<file path="config.mk">
export PLATFORM = sky130hd
export DESIGN_NAME = swm_cell
export DESIGN_NICKNAME = d
export VERILOG_FILES = /design/src/rtl/swm_pkg.sv /design/src/rtl/swm_cell.sv
export SDC_FILE = /design/constraint.sdc
export NUM_CORES = 1
export LEC_CHECK = 0
export BUFFER_PORTS_ARGS = -buffer_cell sky130_fd_sc_hd__buf_2
export CAP_MARGIN = 20
export CORE_MARGIN = 1
export CORE_UTILIZATION = 30
export CTS_CLUSTER_SIZE = 20
export DETAILED_ROUTE_END_ITERATION = 7
export MAX_ROUTING_LAYER = met4
export PLACE_DENSITY = 0.57
export SLEW_MARGIN = 20
export SYNTH_ARGS = -nofsm -noshare
export SYNTH_HDL_FRONTEND = slang
export SYNTH_SLANG_ARGS = --single-unit
</file>
<file path="constraint.sdc">
create_clock -name clk -period 9.4 [get_ports clk]
set_clock_uncertainty 0.15 [all_clocks]
set_input_delay 0 -clock clk [delete_from_list [all_inputs] [get_ports clk]]
set_output_delay 0 -clock clk [all_outputs]
set_load 0.01 [all_outputs]
</file>
<file path="src/rtl/swm_pkg.sv">
`timescale 1ns / 1ps

package swm_pkg;

	// Window length register: width and reset value
	localparam int unsigned WL_W = 7;
	localparam logic [WL_W-1:0] WL_RESET = 7'd3;

	// Per-cycle command broadcast along the cell row
	typedef struct packed {
		logic load;   // a request is taken this cycle
		logic shift;  // front entry leaves, every cell takes its right neighbor
		logic clear;  // end of sequence, all cells go empty
	} swm_ctrl_t;

endpackage

</file>
<file path="src/rtl/swm_cell.sv">
`timescale 1ns / 1ps

module swm_cell #(
	parameter int unsigned SAMPLE_WIDTH = 16,
	parameter int unsigned POS_W        = 7
) (
	input  logic                           clk,
	input  logic                           arst_n,
	input  swm_pkg::swm_ctrl_t             ctrl,
	input  logic signed [SAMPLE_WIDTH-1:0] new_sample,
	input  logic [POS_W-1:0]               new_pos,
	input  logic                           left_keep,
	input  logic                           right_valid,
	input  logic [POS_W-1:0]               right_pos,
	input  logic signed [SAMPLE_WIDTH-1:0] right_value,
	output logic                           valid,
	output logic [POS_W-1:0]               pos,
	output logic signed [SAMPLE_WIDTH-1:0] value,
	output logic                           keep
);

	logic                           valid_q;
	logic [POS_W-1:0]               pos_q;
	logic signed [SAMPLE_WIDTH-1:0] value_q;

	logic                           src_valid;
	logic [POS_W-1:0]               src_pos;
	logic signed [SAMPLE_WIDTH-1:0] src_value;
	logic                           valid_d;
	logic [POS_W-1:0]               pos_d;
	logic signed [SAMPLE_WIDTH-1:0] value_d;

	// Entry this cell would hold after the front drop
	assign src_valid = ctrl.shift ? right_valid : valid_q;
	assign src_pos   = ctrl.shift ? right_pos   : pos_q;
	assign src_value = ctrl.shift ? right_value : value_q;

	// Survives the pop only if strictly greater than the new sample
	assign keep = src_valid & (!ctrl.load || (src_value > new_sample));

	always_comb begin
		valid_d = valid_q;
		pos_d   = pos_q;
		value_d = value_q;
		if (ctrl.load) begin
			if (keep) begin
				valid_d = 1'b1;
				pos_d   = src_pos;
				value_d = src_value;
			end else if (left_keep) begin
				// first free slot behind the kept run: append here
				valid_d = 1'b1;
				pos_d   = new_pos;
				value_d = new_sample;
			end else begin
				valid_d = 1'b0;
			end
			if (ctrl.clear) begin
				valid_d = 1'b0;
			end
		end else if (ctrl.shift) begin
			valid_d = src_valid;
			pos_d   = src_pos;
			value_d = src_value;
		end
	end

	always_ff @(posedge clk or negedge arst_n) begin
		if (!arst_n) begin
			valid_q <= 1'b0;
		end else begin
			valid_q <= valid_d;
		end
	end

	always_ff @(posedge clk) begin
		pos_q   <= pos_d;
		value_q <= value_d;
	end

	assign valid = valid_q;
	assign pos   = pos_q;
	assign value = value_q;

endmodule

</file>
==> results of run 1 <==
## layer usage
layer | part of all wire, % | global-route usage, % | vias to the layer above
met1 | 46 | 15.6 | 683
met4 | 0.31 | 1.07 | 0
met2 | 50 | 24.5 | 44
met3 | 4.1 | 2.70 | 2
li1 | - | - | 762
met5 | 0 | - | -
## report_power, final
group | total, mW | switching (mW) | internal [mW]
clock | 0.0904 | 0.0336 | 0.0569
sequential | 0.155 | 0.00967 | 0.145
combinational | 0.163 | 0.0732 | 0.0901
## worst min-delay path, cell delays in order
cell and delay, ns:
buf_2 0.07, mux2_2 0.13, mux2_4 0.13
## how the worst max path moves through the flow
stage              start        to  slack (ns)  cells past startpoint
3_3_place_gp     ctrl[1]    pos[3]        5.74                     11
4_1_cts        value[15]  value[0]        5.84                     10
2_1_floorplan    ctrl[1]    pos[0]        5.36                     11
3_5_place_dp     ctrl[1]    pos[3]        5.67                     11
5_1_grt        value[15]  value[0]        5.60                     10
6_report       value[15]  value[0]        5.85                     10
## final cells by class
type                    instances  area share, %
multi-input cells             103           39.2
clock inverters                 1           1.12
inverters                      19           2.66
repair buffers                107           25.3
clock buffers                   3           1.54
well taps                      75           3.49
flip-flops and latches         24           26.7
## kinds of logic after synthesis
logic type / Yosys count / share of synthesized area, %
compound gates: 15 / 6.06
mux: 48 / 32.2
flops: 24 / 38.1
buf+inv: 24 / 6.06
fa+ha+maj: 16 / 10.7
simple gates: 24 / 6.93
## flip-flops by register name, indices dropped and copies added, names as in the netlist
| name | flops |
|---|---|
| pos | 7 |
| valid | 1 |
| value | 16 |
## cell usage in the layout, fill, tap and decap left out
cell type	Yosys	routed
nand2b_1	3	3
mux2i_1	3	3
nor2_1	5	5
nand4_1	1	1
nand2_1	8	8
a311oi_2	1	1
buf_4	0	2
bufinv_16	0	1
o21ai_0	3	3
a21oi_2	0	1
a221oi_1	1	1
and2_1	1	1
edfxtp_1	23	23
nand3_1	1	1
mux2_2	27	27
a21oi_1	8	7
or3_2	1	1
mux2_4	18	18
ha_1	16	16
nand3_2	1	1
nand4b_1	1	1
nor4_1	1	1
nand4_2	1	1
a21o_2	1	1
o311ai_4	1	1
clkbuf_8	0	3
buf_2	1	77
inv_1	19	19
dfrtp_1	1	1
dlygate4sd3_1	0	28
## timing repair
| item | CTS | global route |
|---|---|---|
| hold buffers | 28 | 0 |
| endpoints found under the setup margin | 0 | 0 |
| setup buffers | 0 | 0 |
| hold endpoints to repair | 25 | 0 |
==> results.yml, run 1 <==
status:
  status: "complete, no violations"
pwr:
  ir_drop_mv: 0.0815
  p_leak_nw: 1.28
  power_uw: 409
  powerDensity_nw_per_um2: 152
worst_setup_path:
  path_cells: "mux2_2 > ha_1 > nand4_2 > nor2_1 > a311oi_2 > or3_2 > o311ai_4 > buf_4 > mux2i_1 > dlygate4sd3_1"
  r2r_start: "value[15]"
  crit_slowest_cell: "dlygate4sd3_1"
  slowest_delay_ns: 0.56
  worstReg2RegEnd: "value[0]"
  critPathArrivalTime_ns: 3.42
  ff2ff_path_depth: 10
  cp-end-kind: "flop"
  worstPathRequired_ns: 9.27
  critPathLaunchType: "flop"
  crit_family: "buffers and inverters"
  crit_buf_inv: 2
  path_class: "reg -> reg"
  critPathMaxFanout: 24
  reg2reg_setup_slack_ns: 5.85
route:
  wl_per_cell_um: 12.7
  totalWireLength_mm: 4.22
  vias_per_cell: 4.49
  drtAntennaViolNets: 0
  initialDrtViolationCount: 48
  vias: 1491
  drt_first_pass_iters: 4
  route.detailed.drc: 0
floorplan:
  fp.coreArea_um2: 5990
  die_h_um: 81.1
  row_count: 28
  die_area_um2: 6580
  top_level_ports: 78
  die_w_um: 81.1
  start_util_pct: 31.3
worst_hold_path:
  hold_depth: 3
  hold_class: "in -> reg"
  min-delay-start: "right_pos[1]"
  min_to: "pos[1]"
timing:
  setup_ws_ns: 5.85
  grt_setup_unrepaired: "false"
  hold_ws_ns: 0.0137
  final_hold_viol_count: 0
  period_minus_slack_ns: 3.55
  fin_crit_sh_pct: 37.8
  worst_pin_slew_ns: 0.607
  fmax_ghz: 0.282
  slew_headroom_pct: 59.5
  setup_tns_ns: 0
  drv_slew: 0
  setup_viol: 0
placement:
  place_area_um2: 2330
  gp_congestion: 0.832
  numPortBuffers: 77
  dp_slack_ns: 5.67
  post-dp-hpwl_mm: 3.20
  dpl.cell_count: 300
yosys:
  syn_area_per_cell_um2: 12.4
  post-synth-top-count-cell: "mux2_2"
  netlist.area_leader.share_pct: 36.8
  yosysUniqueCellTypes: 27
  synth_largest_area_cell: "edfxtp_1"
  synth_common_cells: "mux2_2, edfxtp_1, inv_1"
  synth_area_um2: 1880
  synthTopCellsByArea: "edfxtp_1, mux2_2, mux2_4"
  synth_seq_cells: 24
  syn_nets: 220
  seq_area_frac_synth_pct: 38.1
  async_reset_ff_share_pct: 4.17
  syn_inst: 151
  synth_top_flop_cell: "edfxtp_1"
  synth-edff-count: 23
  yosysWarnings: 0
run:
  cap_violations: 0
final_layout:
  fillCellCount: 586
  fin_util_pct: 44.8
  synthToLayoutAreaGrowth_pct: 43.0
  stdcell_area_um2: 2690
  seq_area_um2: 716
  fin_cells: 332
  multi_input_area_um2: 1050
  drive_above_1_share_pct: 52.5
  final_nets: 327
  num_antenna_cells: 0
clock_network:
  clk_pin_slew_ns: 0.09
  clk_latency_ns: 0.26
  clockRootBuffer: "clkbuf_8"
  post_cts_resized: 0
  h-tree-depth: 1
  clk_path_buf_depth: 2
  cts.sinks: 24
  cts_buffers: 3
  cts_tree: "done"
global_route:
  grt_overflow: 0
  grt.total_usage_pct: 13.4
  grt_max_degree: 27
  grt_pass1_vias: 1517
  grt_first_pass_wirelength_mm: 6.60
  antenna_found_initial: 0
No activity file was read; power rests on OpenSTA's default activity.
==> run 2: changes to the inputs <==
- ABC_AREA: unset -> 1
- clock period: 9.4 -> 3.45 ns (I/O delays scaled with it)
==> run 2 against run 1 <==
Largest cell class unchanged; flip-flop and latch count stayed put; via count is 30% higher; register-to-register slack worse by 5.6 ns; highest routed layer unchanged; critical path type unchanged.
==> results.yml, run 2 <==
yosys:
  yosysUniqueCellTypes: 22
  synth_area_um2: 1860
  synth-edff-count: 23
  synth_seq_cells: 24
  async_reset_ff_share_pct: 4.17
  synth_common_cells: "nand2_1, inv_1, edfxtp_1"
  syn_inst: 250
  synth_largest_area_cell: "edfxtp_1"
  netlist.area_leader.share_pct: 37.2
  seq_area_frac_synth_pct: 38.5
  syn_area_per_cell_um2: 7.43
  post-synth-top-count-cell: "nand2_1"
  syn_nets: 319
  yosysWarnings: 0
  synth_top_flop_cell: "edfxtp_1"
  synthTopCellsByArea: "edfxtp_1, nand2_1, ha_1"
timing:
  fin_crit_sh_pct: 92.5
  worst_pin_slew_ns: 0.505
  grt_setup_unrepaired: "false"
  setup_tns_ns: 0
  period_minus_slack_ns: 3.19
  final_hold_viol_count: 0
  setup_viol: 0
  setup_ws_ns: 0.259
  drv_slew: 0
  slew_headroom_pct: 66.3
  fmax_ghz: 0.313
  hold_ws_ns: 0.00226
worst_hold_path:
  hold_class: "in -> reg"
route:
  totalWireLength_mm: 4.87
  route.detailed.drc: 0
  drtAntennaViolNets: 0
  vias_per_cell: 4.45
  vias: 1935
  drt_first_pass_iters: 4
  wl_per_cell_um: 11.2
  initialDrtViolationCount: 44
worst_setup_path:
  cp-end-kind: "flop"
  critPathMaxFanout: 20
  path_cells: "nand2_1 > nand2_1 > ha_1 > a21oi_1 > nor2_1 > nor2_1 > nand2_1 > nand2_1 > nand2_1 > nand2_1 > nand2_1 > nand2_2 > nand2_8 > buf_4 > nand2_1 > nand2_1 > dlygate4sd3_1"
  crit_slowest_cell: "dlygate4sd3_1"
  critPathLaunchType: "flop"
  path_class: "reg -> reg"
  worstPathRequired_ns: 3.31
  slowest_delay_ns: 0.55
  cp_common_cell: "nand2_1"
  critPathArrivalTime_ns: 3.05
global_route:
  grt_max_degree: 25
  grt_pass1_vias: 1813
  grt_first_pass_wirelength_mm: 7.67
  grt_use_met2_pct: 30.3
  grt_overflow: 0
  grt_use_met3_pct: 1.02
  antenna_found_initial: 0
  gr-max-usage-layer: "met2"
  grt.total_usage_pct: 15.6
  use_met1_pct: 17.0
floorplan:
  die_area_um2: 6510
  top_level_ports: 78
  start_util_pct: 31.2
  die_h_um: 80.7
  row_count: 28
  fp.coreArea_um2: 5960
  die_w_um: 80.7
final_layout:
  fin_cells: 435
  fillCellCount: 616
  num_antenna_cells: 0
  final_common_cell: "nand2_1"
  drive_above_1_share_pct: 30.0
  final_cell_mix: "nand2_1, buf_2, dlygate4sd3_1"
  synthToLayoutAreaGrowth_pct: 46.5
  largest_reg_flops: 16
  fin_util_pct: 45.7
  final_nets: 430
clock_network:
  cts_tree: "done"
  clockRootBuffer: "clkbuf_8"
  cts_setup_buffers: 0
  cts_buffers: 3
  clk_path_buf_depth: 2
  clk_pin_slew_ns: 0.08
  cts.sinks: 24
  clk_latency_ns: 0.26
  h-tree-depth: 1
placement:
  gp_congestion: 0.723
  dpl.cell_count: 397
  dp_slack_ns: 0.646
  numPortBuffers: 77
  post-dp-hpwl_mm: 3.63
pwr:
  powerDensity_nw_per_um2: 346
  p_leak_nw: 1.47
  ir_drop_mv: 0.169
status:
  status: "complete, no violations"
run:
  cap_violations: 0
==> run 2: cell types whose count changed after synthesis, moves of 9 or more <==
cell     previous run  this run
nand2_1             8       116
mux2_2             27         0
mux2_4             18         0
nand3_1             1        12
o21ai_2             0        10
nand2_2             0         9
==> run 2: logic make-up (layout without fill, tap and decap cells) <==
family | after synthesis | count (layout) | synth area share (%)
AO/OA/AOI/OAI | 24 | 24 | 8.62
adder cells (fa/ha/maj) | 16 | 16 | 10.8
buffers and inverters | 37 | 147 | 9.09
flip-flops | 24 | 24 | 38.5
multiplexers | 1 | 1 | 0.539
AND/OR/NAND/NOR | 148 | 148 | 32.5
==> run 2: through the flow <==
| stage | cell area [µm²] | total power [mW] |
|---|---|---|
| 2_1_floorplan | 1860 | 0.622 |
| 6_report | 2720 | 0.943 |
| 3_3_place_gp | 2320 | 0.735 |
| 4_1_cts | 2710 | 0.944 |
| 3_5_place_dp | 2320 | 0.738 |
| 5_1_grt | 2720 | 1.01 |
==> run 2: path summary, 6_finish.rpt <==
| check | start | to | slack [ns] | cells past startpoint |
|---|---|---|---|---|
| min | right_value[8] | value[8] | 0.002 | 5 |
| min in group asynchronous | arst_n | valid | 0.42 | 3 |
| max reg2reg | value[5] | pos[0] | 0.26 | 17 |
| max in group asynchronous | arst_n | valid | 2.62 | 3 |
| max | value[5] | pos[0] | 0.26 | 17 |
| min reg2reg | value[1] | value[1] | 0.54 | 4 |
==> run 2: layer usage <==
layer	routed length (µm)	up-vias	part of all wire (%)
met5	0	-	0
met4	90	0	1.8
met3	130	10	2.7
met2	2620	43	54
met1	2030	861	42
li1	-	1021	-
==> run 2: repair_timing <==
item,in CTS,in global routing
gates resized for setup,0,2
endpoints found under the hold margin,25,0
hold buffers,34,0
setup endpoints to repair,0,3
==> run 2: cell type report <==
cell class / count / area (µm²) / area share (%)
tap: 75 / 93.8 / 3.45
sequential: 24 / 716 / 26.3
inverter: 26 / 97.6 / 3.58
clock buffer: 4 / 45.0 / 1.65
timing repair buffer: 117 / 783 / 28.8
multi-input combinational: 189 / 987 / 36.3
==> run 2: worst max-delay path: cells and delay by family, from the launching register on <==
family	cells	cell delay [ns]
compound gates	1	0.17
fa+ha+maj	1	0.29
buf+inv	2	0.77
flops	1	0.41
simple gates	13	1.15
==> run 2: where the power goes <==
group	switching [mW]	leakage (nW)	internal, mW
sequential	0.0227	0.246	0.379
clock	0.0838	0.0228	0.0822
combinational	0.203	1.20	0.171
total	0.310	1.47	0.633
